**src/rtl/huffman_code_length_builder_defines.svh**
```systemverilog
// ---------------------------------------------------------------------------
// huffman code length builder assertion macros
// concurrent checks that compile away when NO_ASSERTIONS is set
// ---------------------------------------------------------------------------
`ifndef HUFFMAN_CODE_LENGTH_BUILDER_DEFINES_SVH
`define HUFFMAN_CODE_LENGTH_BUILDER_DEFINES_SVH

`ifndef NO_ASSERTIONS

// same-cycle implication
`define HCLB_ASSERT_IMP(lbl, ante, cons, msg) \
  lbl: assert property (@(posedge clk) disable iff (rst) (ante) |-> (cons)) else $error(msg);

// next-cycle implication
`define HCLB_ASSERT_NXT(lbl, ante, cons, msg) \
  lbl: assert property (@(posedge clk) disable iff (rst) (ante) |=> (cons)) else $error(msg);

`else

`define HCLB_ASSERT_IMP(lbl, ante, cons, msg)
`define HCLB_ASSERT_NXT(lbl, ante, cons, msg)

`endif

`endif

```
**src/rtl/hclb_pkg.sv**
```systemverilog
// ---------------------------------------------------------------------------
// hclb_pkg
// shared types and constants of the huffman code length builder
// ---------------------------------------------------------------------------
`default_nettype none

package hclb_pkg;

  localparam int MAX_SYMBOLS = 32;
  localparam int FREQ_BITS   = 24;
  localparam int WORD_BITS   = 29;
  localparam int ADDR_BITS   = 5;

  localparam logic [1:0] ERR_NONE     = 2'd0;
  localparam logic [1:0] ERR_OVERFLOW = 2'd1;
  localparam logic [1:0] ERR_ORDER    = 2'd2;

  localparam logic KIND_LENGTH = 1'b0;
  localparam logic KIND_LEVEL  = 1'b1;

  typedef enum logic [4:0] {
    ST_IDLE,
    ST_ERR,
    ST_ONE,
    ST_P1_RD,
    ST_P1_SEL1,
    ST_P1_RD2,
    ST_P1_SEL2,
    ST_P1_WR,
    ST_P2_INIT,
    ST_P2_RDX,
    ST_P2_RDP,
    ST_P2_WR,
    ST_P3_INIT,
    ST_P3_RD,
    ST_P3_CMP,
    ST_P3_ASN,
    ST_K_RD,
    ST_K_EMIT,
    ST_T_RD,
    ST_T_CNT,
    ST_T_EMIT
  } state_t;

  typedef struct packed {
    logic                 we;
    logic [ADDR_BITS-1:0] waddr;
    logic [WORD_BITS-1:0] wdata;
    logic [ADDR_BITS-1:0] raddr_a;
    logic [ADDR_BITS-1:0] raddr_b;
  } mem_req_t;

  // position 1..32 to memory slot 0..31
  function automatic logic [ADDR_BITS-1:0] slot(input logic [5:0] pos);
    logic [5:0] t;
    t = pos - 6'd1;
    return t[ADDR_BITS-1:0];
  endfunction

endpackage

`default_nettype wire

```
**src/rtl/huffman_code_length_builder.sv**
```systemverilog
// ---------------------------------------------------------------------------
// huffman_code_length_builder
// in-place minimum-redundancy code lengths plus canonical decode table
// ---------------------------------------------------------------------------
//  channel  direction  handshake           payload
//  in       input      in_valid/in_stall    frequency, last
//  out      output     out_valid/out_stall  kind, index, code_length,
//                                           level_count, base, offset,
//                                           lj_limit, error, last_result
//
// a non-last frequency is stored if the work array has room; the last one
// starts a run of pairing, depths, lengths, length transactions and table
// transactions
// in_stall is high for the whole run; reset is synchronous and clears the
// sequencer, counters and output valid; out_stall freezes the sequencer
// only at a state that has a transaction to hand over
`default_nettype none

`include "huffman_code_length_builder_defines.svh"

module huffman_code_length_builder (
  input  wire logic        clk,
  input  wire logic        rst,
  input  wire logic        in_valid,
  output logic             in_stall,
  input  wire logic [23:0] frequency,
  input  wire logic        last,
  output logic             out_valid,
  input  wire logic        out_stall,
  output logic             kind,
  output logic [5:0]       index,
  output logic [4:0]       code_length,
  output logic [5:0]       level_count,
  output logic [30:0]      base,
  output logic [5:0]       offset,
  output logic [31:0]      lj_limit,
  output logic [1:0]       error,
  output logic             last_result
);

  hclb_pkg::state_t state, state_next;

  // run bookkeeping
  logic [5:0]                     sym_count;
  logic [hclb_pkg::FREQ_BITS-1:0] prev_freq;
  logic [1:0]                     err_flag;
  logic [1:0]                     err_code;
  logic [4:0]                     max_len;
  logic [5:0]                     num_sym;

  // sequencer pointers and accumulators
  logic [5:0]                     r_ptr;
  logic [5:0]                     s_ptr;
  logic [5:0]                     x_ptr;
  logic [hclb_pkg::WORD_BITS-1:0] acc;
  logic [6:0]                     avail;
  logic [5:0]                     used;
  logic [5:0]                     depth;
  logic [5:0]                     pos;
  logic [4:0]                     lvl;
  logic [5:0]                     cnt;
  logic [31:0]                    base_acc;
  logic [5:0]                     off_acc;

  hclb_pkg::mem_req_t             mreq;
  logic [hclb_pkg::WORD_BITS-1:0] rd_a;
  logic [hclb_pkg::WORD_BITS-1:0] rd_b;

  hclb_work_mem u_mem (
    .clk     (clk),
    .req     (mreq),
    .rdata_a (rd_a),
    .rdata_b (rd_b)
  );

  // input side
  logic       in_acc;
  logic       full;
  logic [1:0] err_ovf;
  logic [1:0] err_fin;
  logic [5:0] cnt_fin;

  assign in_stall = (state != hclb_pkg::ST_IDLE);
  assign in_acc   = in_valid && !in_stall;
  assign full     = (sym_count >= 6'(hclb_pkg::MAX_SYMBOLS));
  assign cnt_fin  = full ? sym_count : sym_count + 6'd1;

  always_comb begin
    err_ovf = (full && err_flag == hclb_pkg::ERR_NONE) ? hclb_pkg::ERR_OVERFLOW : err_flag;
    err_fin = err_ovf;
    if (frequency[hclb_pkg::FREQ_BITS-1:0] > prev_freq && err_ovf == hclb_pkg::ERR_NONE) begin
      err_fin = hclb_pkg::ERR_ORDER;
    end
  end

  // shared compare unit decisions
  logic out_free;
  logic p1_int;
  logic p3_match;
  logic t_match;
  logic [hclb_pkg::WORD_BITS-1:0] p1_pick;

  assign out_free = !out_valid || !out_stall;
  assign p1_int   = (s_ptr == 6'd0) || ((r_ptr > x_ptr) && (rd_a < rd_b));
  assign p1_pick  = p1_int ? rd_a : rd_b;
  assign p3_match = (r_ptr <= num_sym) && (rd_a == hclb_pkg::WORD_BITS'(depth));
  assign t_match  = (pos <= num_sym) && (rd_a == hclb_pkg::WORD_BITS'(lvl));

  // table entry arithmetic
  logic [31:0] base_nx;
  logic [4:0]  lj_sh;
  logic [31:0] lj_val;

  assign base_nx = 32'((base_acc + 32'(cnt)) << 1);
  assign lj_sh   = max_len - lvl - 5'd1;
  assign lj_val  = (lvl == max_len) ? (32'd1 << max_len) : (base_nx << lj_sh);

  // next state
  always_comb begin
    state_next = state;
    unique case (state)
      hclb_pkg::ST_IDLE: begin
        if (in_acc && last) begin
          if (err_fin != hclb_pkg::ERR_NONE) begin
            state_next = hclb_pkg::ST_ERR;
          end else if (cnt_fin == 6'd1) begin
            state_next = hclb_pkg::ST_ONE;
          end else begin
            state_next = hclb_pkg::ST_P1_RD;
          end
        end
      end
      hclb_pkg::ST_ERR:     if (out_free) state_next = hclb_pkg::ST_IDLE;
      hclb_pkg::ST_ONE:     state_next = hclb_pkg::ST_K_RD;
      hclb_pkg::ST_P1_RD:   state_next = hclb_pkg::ST_P1_SEL1;
      hclb_pkg::ST_P1_SEL1: state_next = hclb_pkg::ST_P1_RD2;
      hclb_pkg::ST_P1_RD2:  state_next = hclb_pkg::ST_P1_SEL2;
      hclb_pkg::ST_P1_SEL2: state_next = hclb_pkg::ST_P1_WR;
      hclb_pkg::ST_P1_WR: begin
        state_next = (x_ptr == 6'd2) ? hclb_pkg::ST_P2_INIT : hclb_pkg::ST_P1_RD;
      end
      hclb_pkg::ST_P2_INIT: begin
        state_next = (num_sym >= 6'd3) ? hclb_pkg::ST_P2_RDX : hclb_pkg::ST_P3_INIT;
      end
      hclb_pkg::ST_P2_RDX:  state_next = hclb_pkg::ST_P2_RDP;
      hclb_pkg::ST_P2_RDP:  state_next = hclb_pkg::ST_P2_WR;
      hclb_pkg::ST_P2_WR: begin
        state_next = (x_ptr == num_sym) ? hclb_pkg::ST_P3_INIT : hclb_pkg::ST_P2_RDX;
      end
      hclb_pkg::ST_P3_INIT: state_next = hclb_pkg::ST_P3_RD;
      hclb_pkg::ST_P3_RD:   state_next = hclb_pkg::ST_P3_CMP;
      hclb_pkg::ST_P3_CMP: begin
        state_next = p3_match ? hclb_pkg::ST_P3_RD : hclb_pkg::ST_P3_ASN;
      end
      hclb_pkg::ST_P3_ASN: begin
        if (avail <= {1'b0, used}) begin
          if (used != 6'd0 && depth < 6'd63) begin
            state_next = hclb_pkg::ST_P3_RD;
          end else begin
            state_next = hclb_pkg::ST_K_RD;
          end
        end
      end
      hclb_pkg::ST_K_RD:    state_next = hclb_pkg::ST_K_EMIT;
      hclb_pkg::ST_K_EMIT: begin
        if (out_free) begin
          state_next = (x_ptr == num_sym) ? hclb_pkg::ST_T_RD : hclb_pkg::ST_K_RD;
        end
      end
      hclb_pkg::ST_T_RD:    state_next = hclb_pkg::ST_T_CNT;
      hclb_pkg::ST_T_CNT: begin
        state_next = t_match ? hclb_pkg::ST_T_RD : hclb_pkg::ST_T_EMIT;
      end
      hclb_pkg::ST_T_EMIT: begin
        if (out_free) begin
          state_next = (lvl == max_len) ? hclb_pkg::ST_IDLE : hclb_pkg::ST_T_RD;
        end
      end
      default:              state_next = hclb_pkg::ST_IDLE;
    endcase
  end

  // memory requests and output loads
  logic out_load;

  always_comb begin
    mreq         = '0;
    mreq.raddr_a = hclb_pkg::slot(r_ptr);
    mreq.raddr_b = hclb_pkg::slot(s_ptr);
    out_load     = 1'b0;
    unique case (state)
      hclb_pkg::ST_IDLE: begin
        mreq.we    = in_acc && !full;
        mreq.waddr = sym_count[hclb_pkg::ADDR_BITS-1:0];
        mreq.wdata = hclb_pkg::WORD_BITS'(frequency[hclb_pkg::FREQ_BITS-1:0]);
      end
      hclb_pkg::ST_ERR:  out_load = out_free;
      hclb_pkg::ST_ONE: begin
        mreq.we    = 1'b1;
        mreq.waddr = hclb_pkg::slot(6'd1);
        mreq.wdata = hclb_pkg::WORD_BITS'(1);
      end
      hclb_pkg::ST_P1_SEL1, hclb_pkg::ST_P1_SEL2: begin
        mreq.we    = p1_int;
        mreq.waddr = hclb_pkg::slot(r_ptr);
        mreq.wdata = hclb_pkg::WORD_BITS'(x_ptr);
      end
      hclb_pkg::ST_P1_WR: begin
        mreq.we    = 1'b1;
        mreq.waddr = hclb_pkg::slot(x_ptr);
        mreq.wdata = acc;
      end
      hclb_pkg::ST_P2_INIT: begin
        mreq.we    = 1'b1;
        mreq.waddr = hclb_pkg::slot(6'd2);
        mreq.wdata = '0;
      end
      hclb_pkg::ST_P2_RDX: mreq.raddr_a = hclb_pkg::slot(x_ptr);
      hclb_pkg::ST_P2_RDP: mreq.raddr_a = hclb_pkg::slot(rd_a[5:0]);
      hclb_pkg::ST_P2_WR: begin
        mreq.we    = 1'b1;
        mreq.waddr = hclb_pkg::slot(x_ptr);
        mreq.wdata = rd_a + hclb_pkg::WORD_BITS'(1);
      end
      hclb_pkg::ST_P3_ASN: begin
        mreq.we    = (avail > {1'b0, used}) && (x_ptr <= num_sym);
        mreq.waddr = hclb_pkg::slot(x_ptr);
        mreq.wdata = hclb_pkg::WORD_BITS'(depth);
      end
      hclb_pkg::ST_K_RD, hclb_pkg::ST_K_EMIT: begin
        mreq.raddr_a = hclb_pkg::slot(x_ptr);
        out_load     = (state == hclb_pkg::ST_K_EMIT) && out_free;
      end
      hclb_pkg::ST_T_RD:   mreq.raddr_a = hclb_pkg::slot(pos);
      hclb_pkg::ST_T_EMIT: out_load = out_free;
      default: begin
      end
    endcase
  end

  // control registers
  always_ff @(posedge clk) begin
    if (rst) begin
      state     <= hclb_pkg::ST_IDLE;
      sym_count <= '0;
      prev_freq <= '1;
      err_flag  <= hclb_pkg::ERR_NONE;
      max_len   <= '0;
      out_valid <= 1'b0;
    end else begin
      state <= state_next;
      if (out_load) begin
        out_valid <= 1'b1;
      end else if (!out_stall) begin
        out_valid <= 1'b0;
      end
      if (in_acc) begin
        if (last) begin
          // every last transaction starts a fresh run
          sym_count <= '0;
          prev_freq <= '1;
          err_flag  <= hclb_pkg::ERR_NONE;
        end else begin
          sym_count <= cnt_fin;
          prev_freq <= frequency[hclb_pkg::FREQ_BITS-1:0];
          err_flag  <= err_fin;
        end
      end
      if (state == hclb_pkg::ST_ONE) begin
        max_len <= 5'd1;
      end else if (state == hclb_pkg::ST_P3_ASN && avail > {1'b0, used} && x_ptr == num_sym) begin
        // the last symbol carries the longest length
        max_len <= depth[4:0];
      end
    end
  end

  // datapath registers
  always_ff @(posedge clk) begin
    unique case (state)
      hclb_pkg::ST_IDLE: begin
        if (in_acc && last) begin
          num_sym  <= cnt_fin;
          err_code <= err_fin;
          r_ptr    <= cnt_fin;
          s_ptr    <= cnt_fin;
          x_ptr    <= (cnt_fin == 6'd1) ? 6'd1 : cnt_fin;
        end
      end
      hclb_pkg::ST_P1_SEL1: begin
        acc <= p1_pick;
        if (p1_int) r_ptr <= r_ptr - 6'd1;
        else        s_ptr <= s_ptr - 6'd1;
      end
      hclb_pkg::ST_P1_SEL2: begin
        acc <= acc + p1_pick;
        if (p1_int) r_ptr <= r_ptr - 6'd1;
        else        s_ptr <= s_ptr - 6'd1;
      end
      hclb_pkg::ST_P1_WR:   if (x_ptr != 6'd2) x_ptr <= x_ptr - 6'd1;
      hclb_pkg::ST_P2_INIT: x_ptr <= 6'd3;
      hclb_pkg::ST_P2_WR:   x_ptr <= x_ptr + 6'd1;
      hclb_pkg::ST_P3_INIT: begin
        avail <= 7'd1;
        used  <= '0;
        depth <= '0;
        r_ptr <= 6'd2;
        x_ptr <= 6'd1;
      end
      hclb_pkg::ST_P3_CMP: begin
        if (p3_match) begin
          used  <= used + 6'd1;
          r_ptr <= r_ptr + 6'd1;
        end
      end
      hclb_pkg::ST_P3_ASN: begin
        if (avail > {1'b0, used}) begin
          x_ptr <= x_ptr + 6'd1;
          avail <= avail - 7'd1;
        end else begin
          avail <= {used, 1'b0};
          depth <= depth + 6'd1;
          used  <= '0;
          // leaf positions run on across depths; rewind only for the length scan
          if (used == 6'd0 || depth >= 6'd63) x_ptr <= 6'd1;
        end
      end
      hclb_pkg::ST_K_EMIT: begin
        if (out_free) begin
          x_ptr    <= x_ptr + 6'd1;
          pos      <= 6'd1;
          lvl      <= 5'd1;
          cnt      <= '0;
          base_acc <= '0;
          off_acc  <= 6'd1;
        end
      end
      hclb_pkg::ST_T_CNT: begin
        if (t_match) begin
          cnt <= cnt + 6'd1;
          pos <= pos + 6'd1;
        end
      end
      hclb_pkg::ST_T_EMIT: begin
        if (out_free) begin
          lvl      <= lvl + 5'd1;
          cnt      <= '0;
          base_acc <= base_nx;
          off_acc  <= off_acc + cnt;
        end
      end
      default: begin
      end
    endcase
  end

  // output register
  always_ff @(posedge clk) begin
    if (out_load) begin
      unique case (state)
        hclb_pkg::ST_ERR: begin
          kind        <= hclb_pkg::KIND_LEVEL;
          index       <= '0;
          code_length <= '0;
          level_count <= '0;
          base        <= '0;
          offset      <= '0;
          lj_limit    <= '0;
          error       <= err_code;
          last_result <= 1'b1;
        end
        hclb_pkg::ST_K_EMIT: begin
          kind        <= hclb_pkg::KIND_LENGTH;
          index       <= x_ptr;
          code_length <= rd_a[4:0];
          level_count <= '0;
          base        <= '0;
          offset      <= '0;
          lj_limit    <= '0;
          error       <= hclb_pkg::ERR_NONE;
          last_result <= 1'b0;
        end
        default: begin
          kind        <= hclb_pkg::KIND_LEVEL;
          index       <= {1'b0, lvl};
          code_length <= '0;
          level_count <= cnt;
          base        <= base_acc[30:0];
          offset      <= off_acc;
          lj_limit    <= lj_val;
          error       <= hclb_pkg::ERR_NONE;
          last_result <= (lvl == max_len);
        end
      endcase
    end
  end

  // checks
  `HCLB_ASSERT_IMP(a_busy_count_clear, state != hclb_pkg::ST_IDLE, sym_count == 6'd0, "symbol count not cleared during run")
  `HCLB_ASSERT_IMP(a_leaf_behind_node, state == hclb_pkg::ST_P1_SEL1, s_ptr <= x_ptr, "leaf pointer passed node pointer")
  `HCLB_ASSERT_IMP(a_level_in_range, state == hclb_pkg::ST_T_EMIT, lvl <= max_len, "table level beyond maximum length")
  `HCLB_ASSERT_NXT(a_load_sets_valid, out_load, out_valid, "loaded result not presented")

endmodule

`default_nettype wire

```
**src/rtl/hclb_work_mem.sv**
```systemverilog
// ---------------------------------------------------------------------------
// hclb_work_mem
// work array: one write port, two registered read ports
// ---------------------------------------------------------------------------
`default_nettype none

module hclb_work_mem (
  input  wire logic                          clk,
  input  wire hclb_pkg::mem_req_t            req,
  output logic [hclb_pkg::WORD_BITS-1:0]     rdata_a,
  output logic [hclb_pkg::WORD_BITS-1:0]     rdata_b
);

  logic [hclb_pkg::WORD_BITS-1:0] mem [2**hclb_pkg::ADDR_BITS];

  always_ff @(posedge clk) begin
    if (req.we) begin
      mem[req.waddr] <= req.wdata;
    end
    rdata_a <= mem[req.raddr_a];
    rdata_b <= mem[req.raddr_b];
  end

endmodule

`default_nettype wire
```
**config.mk**
```make
export PLATFORM = sky130hd
export DESIGN_NAME = huffman_code_length_builder
export DESIGN_NICKNAME = d
export VERILOG_FILES = /design/src/rtl/hclb_pkg.sv /design/src/rtl/huffman_code_length_builder.sv /design/src/rtl/hclb_work_mem.sv
export VERILOG_INCLUDE_DIRS = /design/src /design/src/rtl
export SDC_FILE = /design/constraint.sdc
export NUM_CORES = 2
export LEC_CHECK = 0
export BUFFER_PORTS_ARGS = -buffer_cell sky130_fd_sc_hd__clkbuf_2
export CAP_MARGIN = 30
export CORE_ASPECT_RATIO = 0.6
export CORE_UTILIZATION = 59
export CTS_BUF_LIST = sky130_fd_sc_hd__clkbuf_8
export DETAILED_ROUTE_END_ITERATION = 10
export PLACE_DENSITY = 0.78
export SLEW_MARGIN = 20
export SYNTH_ARGS = -nofsm -noshare
export SYNTH_HDL_FRONTEND = slang
export SYNTH_SLANG_ARGS = --single-unit
```
**constraint.sdc**
```tcl
create_clock -name clk -period 6.2 [get_ports clk]
set_input_delay 0.31 -clock clk [delete_from_list [all_inputs] [get_ports clk]]
set_output_delay 0.31 -clock clk [all_outputs]
set_load 0.01 [all_outputs]
```
==> Word-level counts from Yosys, hierarchy flattened <==
Memory sizes are Yosys's and may differ from the RTL's. A register that Yosys moved wholly into a read port is not among the register bits.
Cells that the tools add are included.
{ "op_classes": {"add_sub_neg": 20, "magnitude_cmp": 12, "n_eq_ne": 41, "shifts": 2, "mux": 71, "reduce_logical": 55} }
{ "ops": {"columns": ["operator", "count"], "rows": [
  ["case mux 35 bit (7 select lines)", 1],
  ["2-to-1 mux 6 bit", 20],
  ["case mux 5 bit (21 select lines)", 1],
  ["case mux 6 bit (2 select lines)", 6],
  ["2-to-1 mux 31 bit", 2],
  ["case mux 31 bit (2 select lines)", 1],
  ["case mux 29 bit (2 select lines)", 1],
  ["2-to-1 mux 5 bit", 9],
  ["adder 6 x 1 -> 6 bit (second input constant)", 7],
  ["case mux 6 bit (7 select lines)", 1],
  ["equality test 5 x 4 -> 1 bit (second input constant)", 8],
  ["2-to-1 mux 32 bit", 1],
  ["<< shifter 1 x 5 -> 32 bit (first input constant)", 1],
  ["<< shifter 32 x 5 -> 32 bit", 1],
  ["adder 31 x 6 -> 31 bit", 1],
  ["adder 29 x 1 -> 29 bit (second input constant)", 1],
  ["adder 29 bit", 1],
  ["equality test 29 x 5 -> 1 bit", 1],
  ["equality test 29 x 6 -> 1 bit", 1],
  ["less-than comparator 29 bit", 1],
  ["2-to-1 mux 29 bit", 1],
  ["equality test 5 bit (second input constant)", 5],
  ["greater-than comparator 24 bit", 1],
  ["2-to-1 mux 24 bit", 1],
  ["other kinds (53)", 127]
]} }
{ "word_totals": {"register_bits": 261, "ramBits": 928, "in_bits": 29, "output_inout_bits": 92, "elab_cells": 232, "mem_count": 1} }
{ "memory_table": {"columns": ["name", "depth", "word_bits", "rd", "rd_ports_with_merged_regs", "wr", "line_no", "rtl"], "rows": [
  ["u_mem.mem", 32, 29, 2, 2, 1, "hclb_work_mem.sv:14", "logic [hclb_pkg::WORD_BITS-1:0] mem [2**hclb_pkg::ADDR_BITS];"]
]} }

==> Depth between registers and ports, before layout <==
{ "logic_depth": {"depth_word": 10, "depth_mapped": 22, "ltp_nobuf": 20} }

==> Modules after synthesis <==
Synthesis repeated with hierarchy kept, for this count alone.
{ "hier_totals": {"cells_unflattened": 5319, "area_unflattened_um2": 65546.6} }
{ "by_module_without_submodules": {"columns": ["mod", "instances", "cells_each", "area_each_um2", "seq_area_each_um2"], "rows": [
  ["hclb_work_mem", 1, 3134, 45657.5, 29027.8],
  ["huffman_code_length_builder", 1, 2185, 19889.1, 7347.0]
]} }

==> Worst setup path before layout <==
No wires, ideal clock.
{ "synth_timing": {"kind": "register to register", "startpoint": "reg state[4]", "endpoint": "reg base[10], enable pin", "setup_ns": 0.566, "arrival_time_ns": 5.828, "t_required_ns": 5.634, "path_slack_ns": -0.194, "stages_incl_launch_ff": 7, "n_path_buf": 4, "cell_sequence": "dfxtp_1 -> buf_2 -> buf_1 -> clkbuf_1 -> nand3_1 -> clkbuf_1 -> a21oi_1"} }
{ "synth_via": {"elab_chain_cells": 3, "elab_cells_between_ends": 8, "classes_between": "eq/ne (4); mux (1); reduce/logical (3)"} }
{ "synth_lines": {"columns": ["item", "line_no", "rtl"], "rows": [
  ["start, declared", "huffman_code_length_builder.sv:41", "hclb_pkg::state_t state, state_next;"],
  ["start signal, assigned", "huffman_code_length_builder.sv:244", "state <= hclb_pkg::ST_IDLE;"],
  ["start signal, assigned", "huffman_code_length_builder.sv:251", "state <= state_next;"],
  ["equality test 5 x 1 -> 1 bit, or another cell as far along", "huffman_code_length_builder.sv:191", "unique case (state)"],
  ["OR reduction 2 bit (no line) or logical AND 1 bit (tied branches)", null, null],
  ["case mux 1 bit (2 select lines) (*)", "huffman_code_length_builder.sv:191", null],
  ["net out_load", "huffman_code_length_builder.sv:184", "logic out_load;"],
  ["end signal, assigned", "huffman_code_length_builder.sv:388", "base <= base_acc[30:0];"],
  ["end, declared", "huffman_code_length_builder.sv:34", "output logic [30:0] base,"]
]} }
Mark *: on every way through the listed nets, which the timed path passes. The rest lies on a longest branch.
A chain may end at the register's enable or synchronous reset.

==> Worst setup path after layout <==
{ "layout_timing": {"startpoint": "reg x_ptr[3]", "endpoint": "reg acc[27] in the netlist's numbering (data pin)"} }
{ "layout_via": {"elab_chain_cells": 6} }
{ "layout_lines": {"columns": ["item", "line_no", "rtl"], "rows": [
  ["start, declared", "huffman_code_length_builder.sv:54", "logic [5:0] x_ptr;"],
  ["start signal, assigned", "huffman_code_length_builder.sv:287", "x_ptr <= (cnt_fin == 6'd1) ? 6'd1 : cnt_fin;"],
  ["start signal, assigned", "huffman_code_length_builder.sv:300", "hclb_pkg::ST_P1_WR: if (x_ptr != 6'd2) x_ptr <= x_ptr - 6'd1;"],
  ["start signal, assigned", "huffman_code_length_builder.sv:302", "hclb_pkg::ST_P2_WR: x_ptr <= x_ptr + 6'd1;"],
  ["greater-than comparator 6 bit (*)", "huffman_code_length_builder.sv:104", "assign p1_int = (s_ptr == 6'd0) || ((r_ptr > x_ptr) && (rd_a < rd_b));"],
  ["logical AND 1 bit (*)", "huffman_code_length_builder.sv:104", null],
  ["logical OR 1 bit (*)", "huffman_code_length_builder.sv:104", null],
  ["2-to-1 mux 29 bit (*)", "huffman_code_length_builder.sv:105", "assign p1_pick = p1_int ? rd_a : rd_b;"],
  ["adder 29 bit", "huffman_code_length_builder.sv:296", "acc <= acc + p1_pick;"],
  ["case mux 29 bit (2 select lines) (*)", "huffman_code_length_builder.sv:280", "unique case (state)"],
  ["end signal, assigned", "huffman_code_length_builder.sv:291", "acc <= p1_pick;"],
  ["end signal, assigned", "huffman_code_length_builder.sv:296", null],
  ["end, declared", "huffman_code_length_builder.sv:55", "logic [hclb_pkg::WORD_BITS-1:0] acc;"]
]} }
Every way passes the cells marked *; elsewhere a longest branch is shown, timed or not.

==> impl_metrics.json <==
{
  "synth_largest_area_cell": "edfxtp_1",
  "netlist_area_sq_um": 65190,
  "synth_fp_nets": 5601,
  "grt_antenna_before_repair": 9,
  "ir_drop_v": 0.0003112,
  "area_growth_pct": 10.75,
  "grt_max_degree": 104,
  "critical_path.endpoint_type": "flip-flop",
  "path_clk_slew_ns": 0.08,
  "ys_seq_area_frac": 0.5580,
  "root_buffer": "clkbuf_8",
  "hold_violations": 0,
  "critPathKind": "reg -> reg",
  "outcome": "completed",
  "multi_input_area_sq_um": 27320,
  "grt_overflow_total": 0,
  "io_pins": 121,
  "first_pass_iters": 9,
  "worstHoldStart": "frequency[19]",
  "synth_area_leaders": "edfxtp_1, mux4_2, nand2_1",
  "globalplace.congestion": 1.034,
  "place_worst_setup_slack_ns": 0.6142,
  "place_hpwl_um": 134300,
  "route.detailed.drc": 0,
  "grt_pass1_vias": 46560,
  "synth_cell_types": 99,
  "rsz0062_at_grt": "no",
  "critical_path_required_ns": 6.96,
  "crit_path_start_kind": "flip-flop",
  "crit_start": "x_ptr[3]",
  "async_reset_ff_frac": 0,
  "dp.cells": 6844,
  "postCtsSetupBuffers": 0,
  "worstMarginPinSlew_ns": 1.243,
  "r2r-start": "x_ptr[3]",
  "h-tree-depth": 4,
  "die_h_um": 259.5,
  "wl_per_cell_um": 29.34,
  "drv_slew": 0,
  "synth_flop_cell": "edfxtp_1",
  "ys_seq_elements": 1245,
  "dr_total_vias": 50300,
  "layout_worst_path_cycle_share": 0.9361,
  "cts_tree": "done",
  "slew_headroom": 0.1628,
  "worstHoldPathCells": 4,
  "detail-route-antenna-nets": 0,
  "cts_made_buffers": 175,
  "reg2reg_depth": 19,
  "coreArea_sq_um": 109600,
  "die_x_um": 431.1,
  "synth_top_area_frac": 0.5270,
  "synth.avg_cell_area_sq_um": 12.01,
  "insertion_delay_ns": 0.95,
  "final_cells": 7207,
  "yosys.cell_count.top_type": "edfxtp_1",
  "finalWirelength_um": 211500,
  "layout.filler_cells": 8035,
  "arrival_ns": 6.56,
  "crit_chain": "inv_1 > ha_1 > and3_1 > nand3_1 > o21ai_0 > o211ai_1 > o21ai_4 > buf_4 > o21ai_0 > ha_1 > a21oi_1 > o21ai_0 > a31oi_2 > o21bai_2 > a2111oi_2 > o41ai_2 > a21oi_1 > or4b_1 > a21oi_1",
  "yosys_warnings": 0,
  "critPathMaxFanout": 29,
  "final_nets": 5744,
  "fmax_mhz": 172.3,
  "row_count": 94,
  "period_minus_slack_ns": 5.804,
  "pwr_density_cell_nw_per_um2": 413.5,
  "grt_use_total": 0.3732,
  "grt_pass1_wl_um": 307000,
  "die_area_sq_um": 111900,
  "drive_gt1_frac": 0.1608,
  "max_stage_delay_ns": 0.61,
  "synth_edf_count": 1144,
  "vias_per_cell": 6.979,
  "initial_core_util": 0.5947,
  "cts_buffer_depth": 3,
  "clock_sinks": 1245,
  "setup_viol": 0,
  "seq_area_sq_um": 36370,
  "io_buffers": 119,
  "fin_skew_ns": 0.06811,
  "slowest_stage": "o41ai_2",
  "power.leakage_nw": 26.42,
  "synth_common_cells": "edfxtp_1, nand2_1, nor2_1",
  "hp-class": "in -> reg",
  "drt_iter0_markers": 9080,
  "drv_cap": 0,
  "setup_slack_ns": 0.3963,
  "syn_inst": 5426,
  "fin_setup_tns_ns": 0
}
-- metrics by stage --
stage / utilization / power (mW) / area, sq um / hold WS (ns)
after detailed placement: 0.6245 / 23.04 / 68450 / 0.4795
after global routing: 0.6586 / 30.98 / 72190 / 0.2243
final: 0.6586 / 29.86 / 72200 / 0.2110
after floorplan: - / 18.90 / 65200 / 0.4293
after global placement: 0.6229 / 22.79 / 68280 / 0.4493
after CTS: 0.6578 / 29.36 / 72110 / 0.1399
-- power breakdown --
part	total, mW	switching, mW	internal, mW
Clock	6.38	3.29	3.09
Combinational	12.4	8.15	4.27
Sequential	11.1	0.459	10.6
-- worst max-delay path: cells and delay by family (launching register included) --
family | cells | cell delay (ns)
AOI/OAI and AO/OA | 12 | 3.08
and+or+nand+nor | 3 | 0.79
adders and majority gates | 2 | 0.70
DFF | 1 | 0.55
buffers and inverters | 2 | 0.51
-- path summary, 6_finish.rpt --
check	endpoint	slack, ns
worst min-delay path	prev_freq[19]	0.21
worst min register to register	err_flag[0]	0.49
worst max register to register	acc[27]	0.40
worst max-delay path	acc[27]	0.40
-- kinds of logic (layout without fill, tap and decap cells) --
logic type | after synthesis | after routing | share of synthesized area
XOR/XNOR | 154 | 154 | 0.02069
AND/OR/NAND/NOR | 1817 | 1817 | 0.1290
flip-flops | 1245 | 1245 | 0.5580
AO/OA/AOI/OAI | 1094 | 1094 | 0.1145
other | 1 | 4 | 0.00005752
adder cells (fa/ha/maj) | 146 | 146 | 0.02848
multiplexers | 467 | 467 | 0.1171
buffers and inverters | 502 | 792 | 0.03217
-- cell usage in the layout, fill, tap and decap left out, types with 14 or more instances in the layout --
cell type / count
buf_4: 158
inv_1: 172
clkinv_1: 46
and2_1: 189
nand2_1: 820
edfxtp_1: 1144
nor2_4: 24
o21a_1: 14
nand4_1: 28
a211oi_1: 216
nand3_1: 224
clkbuf_2: 120
buf_12: 28
nor2_1: 239
o221ai_1: 39
mux2i_1: 216
dlygate4sd3_1: 30
a21o_1: 32
a21oi_1: 134
o22ai_1: 74
o21ai_2: 19
clkbuf_8: 187
nor2b_1: 55
ha_1: 141
a31oi_1: 189
xnor2_1: 69
a22oi_1: 44
mux4_2: 235
o211ai_1: 44
and3_1: 43
xor2_1: 76
clkinv_2: 20
dfxtp_1: 101
mux2_2: 16
o21ai_0: 131
o22a_1: 30
nor3_2: 15
nand2b_1: 18
nor3_1: 71
-- state kept, by name, summed over array words and instances, names as in the netlist, 7 cells and up --
register,flops
u_mem.mem,928
u_mem.rdata_a,29
acc,29
prev_freq,24
base_acc,30
avail,7
base,30
lj_limit,32
u_mem.rdata_b,29
-- metal layers --
layer / global-route usage / vias up / part of all wire
li1: - / 21040 / -
met2: 0.4868 / 4284 / 0.39
met5: 0.004624 / - / 0.00057
met3: 0.1503 / 623 / 0.18
met4: 0.1538 / 12 / 0.040
met1: 0.5478 / 24340 / 0.39
-- layout make-up --
cell class              count  area share
flip-flops and latches   1245      0.5038
inverters                 119    0.006187
repair buffers            349     0.03922
clock inverters           137     0.01087
multi-input cells        3679      0.3784
diodes                      3   0.0001040
well taps                1488     0.02579
clock buffers             187     0.03565
-- what timing repair did --
action	CTS	global route
endpoints found under the setup margin	0	1
endpoints found under the hold margin	56	0
hold buffers	30	0
resized for setup	0	1
Note: power is estimated with default switching activity, not from simulation.
